### src/rtl/mfdot_ram.sv
module mfdot_ram #(
    parameter int WIDTH = 8,
    parameter int DEPTH = 16,
    localparam int AW = $clog2(DEPTH)
) (
    input  logic             aclk,
    input  logic             wr_en,
    input  logic [AW-1:0]    wr_addr,
    input  logic [WIDTH-1:0] wr_data,
    input  logic [AW-1:0]    rd_addr,
    output logic [WIDTH-1:0] rd_data
);

    logic [WIDTH-1:0] mem [DEPTH];
    logic [WIDTH-1:0] rd_data_reg;

    always_ff @(posedge aclk) begin
        if (wr_en) begin
            mem[wr_addr] <= wr_data;
        end
        rd_data_reg <= mem[rd_addr];
    end

    assign rd_data = rd_data_reg;

endmodule

### config.mk
export PLATFORM = sky130hd
export DESIGN_NAME = mfdot_ram
export DESIGN_NICKNAME = d
export VERILOG_FILES = /design/src/rtl/mfdot_ram.sv
export SDC_FILE = /design/constraint.sdc
export NUM_CORES = 1
export LEC_CHECK = 0
export ABC_AREA = 1
export ABC_CLOCK_PERIOD_IN_PS = 2500
export BUFFER_PORTS_ARGS = -buffer_cell sky130_fd_sc_hd__buf_2
export CORE_MARGIN = 2
export CORE_UTILIZATION = 47
export DETAILED_ROUTE_END_ITERATION = 8
export HOLD_SLACK_MARGIN = 0.05
export PLACE_DENSITY_LB_ADDON = 0.2
export RECOVER_POWER = 25
export SKIP_LAST_GASP = 1
export SLEW_MARGIN = 30
export SYNTH_ARGS = -nofsm -noshare
export SYNTH_HDL_FRONTEND = slang
export SYNTH_SLANG_ARGS = --single-unit
### constraint.sdc
create_clock -name aclk -period 2.5 [get_ports aclk]
set_input_delay 0.375 -clock aclk [delete_from_list [all_inputs] [get_ports aclk]]
set_output_delay 0.375 -clock aclk [all_outputs]
set_load 0.01 [all_outputs]
==> flow_metrics.py <==
metrics = {
    "yosys": {
        "ys_types": 12,
        "synthCells": 551,
        "yosysTopAreaCell": "edfxtp_1",
        "post-synth-top-count-cell": "nand2_1",
        "synth_nets": 569,
        "synth_top_area_share_pct": 66.65,
        "synth-edff-count": 128,
        "synth_ff_type": "edfxtp_1",
        "synth_seq_area_share_pct": 69.43,
        "ys_async_sr_fraction_pct": 0,
        "synth.avg_cell_area_um2": 10.47,
        "ys_top_cells_by_count": "nand2_1, edfxtp_1, inv_1",
        "synth_area_leaders": "edfxtp_1, nand2_1, nand3_1, inv_1, dfxtp_1",
        "ys_ff_latch": 136,
        "ys_warn_count": 0,
        "syn_area_mm2": 0.005767,
    },
    "floorplanning": {
        "initial_core_util_pct": 48.01,
        "fp.coreArea_mm2": 0.01201,
        "rows": 40,
        "dieArea_mm2": 0.01317,
        "die_w_um": 114.8,
        "die_height_um": 114.8,
        "ioPinCount": 26,
    },
    "timing": {
        "max_freq_mhz": 735.7,
        "fin_tns_setup_ns": 0,
        "skew_ns": 0.007547,
        "worstMarginPinSlew_ns": 0.9328,
        "drv_slew": 0,
        "max-slew-margin-rel_pct": 37.81,
        "setup_slack_ns": 1.141,
        "fin_crit_ns": 1.359,
        "setup_viol": 0,
        "rsz0062_at_grt": "false",
        "finalHoldViolations": 0,
        "fin_crit_sh_pct": 54.37,
    },
    "clock_tree": {
        "clock_sinks": 136,
        "cts_tree": "done",
        "cts_inserted_buffers": 17,
        "post_cts_buffers": 0,
        "ctsResizeCount": 0,
        "cts_max_level": 4,
        "root_buffer": "clkbuf_16",
        "clkTransAtPathRegs_ns": 0.06,
        "clock_path_buffers": 2,
        "hold_buffers": 0,
        "clock_latency_ns": 0.42,
    },
    "routing": {
        "routed-via-count": 3776,
        "detail_route.first_pass.iterations": 5,
        "antenna_left": 0,
        "drt_wl_total_mm": 13.05,
        "drc": 0,
        "dr.first_iter.drc_count": 325,
        "wl_per_cell_um": 17.76,
        "viasPerCell": 5.137,
    },
    "global_routing": {
        "overflow": 0,
        "grt_max_degree": 65,
        "grt_use_total_pct": 21.62,
        "grt_pass1_vias": 3633,
        "grt_pass1_wl_mm": 20.39,
        "grt_antenna_before_repair": 0,
    },
    "pwr": {
        "total_power_mw": 5.181,
        "p_per_area_mw_per_mm2": 798.4,
        "vdd_ir_drop_max_mv": 0.4594,
        "leakagePower_nw": 2.794,
    },
    "worst_setup_path": {
        "cp.required_ns": 2.55,
        "start_kind": "primary input",
        "rrSetupSlack_ns": 1.40,
        "critical_path.max_fanout": 8,
        "worst-setup-path-type": "primary input to flip-flop",
        "cp-end-kind": "flip-flop",
        "cp.arrival_ns": 1.41,
    },
    "hold_path": {
        "hp-class": "primary input to flip-flop",
    },
    "place": {
        "hpwlAfterDp_mm": 7.956,
        "dpl-instance-area_mm2": 0.005952,
        "gp_congestion": 0.8472,
        "place.port_buffers": 25,
        "place_ws_ns": 0.6917,
    },
    "finish": {
        "drive_above_1_share_pct": 8.673,
        "area_growth_pct": 12.52,
        "diodes": 0,
        "fin_area_mm2": 0.006489,
        "nets": 593,
        "largest_reg_flops": 128,
    },
    "run": {
        "max_cap_viol_count": 0,
    },
    "status": {
        "status": "finished, final reports clean",
    },
}
## cell type report
class                           instances  area, um^2
Clock buffer                           27       493.0
Clock inverter                          5       50.05
Fill cell                            1053        5523
Inverter                              102       382.9
Multi-Input combinational cell        289        1214
Sequential cell                       136        4004
Tap cell                              147       183.9
Timing Repair Buffer                   29       161.4
## worst paths after layout
path / startpoint / to / cells after the start
setup / recovery: wr_addr[2] / mem[9][4] / 3
hold / removal: rd_addr[3] / rd_data[6] / 3
setup reg to reg: mem[6][0] / rd_data[0] / 6
hold reg to reg: mem[11][6] / rd_data[6] / 6
## critical path: stages
cell      delay [ns]
buf_2           0.12
nand3b_1        0.29
nor2_1          0.62
## report_power, final
part	switching, mW	internal (mW)
Combinational	0.226	0.0831
Clock	0.867	1.44
Sequential	0.0138	2.55
## metal layers
metal  global-route usage [%]  part of all wire [%]  vias up
met1                    29.84                    44     1787
met4                    9.799                   2.6        0
li1                         -                     -     1819
met2                    33.33                    47      145
met5                        0                     0        -
met3                    4.586                   6.7       25
## stage by stage
stage	utilization, %	hold WS (ns)	cells
final	54.02	0.3231	735
after global routing	54.02	0.3350	735
after CTS	54.07	0.3076	735
after detailed placement	49.55	0.6609	703
after global placement	49.55	0.6630	703
after floorplan	-	0.4739	551
## cells in the final DEF (no fill, tap or decap)
master,instances
nand2_1,173
nand3b_1,2
edfxtp_1,128
buf_2,20
bufinv_16,1
clkinv_2,4
buf_12,1
buf_4,3
clkbuf_8,3
inv_1,100
dfxtp_1,8
inv_2,2
nand3_1,97
nor2_1,17
clkbuf_1,12
clkbuf_16,17
## kinds of logic after synthesis
logic type / Yosys count / share of synthesized area, %
flops: 136 / 69.43
buf+inv: 126 / 9.525
simple gates: 289 / 21.05
Note: power is estimated with default switching activity, not from simulation.
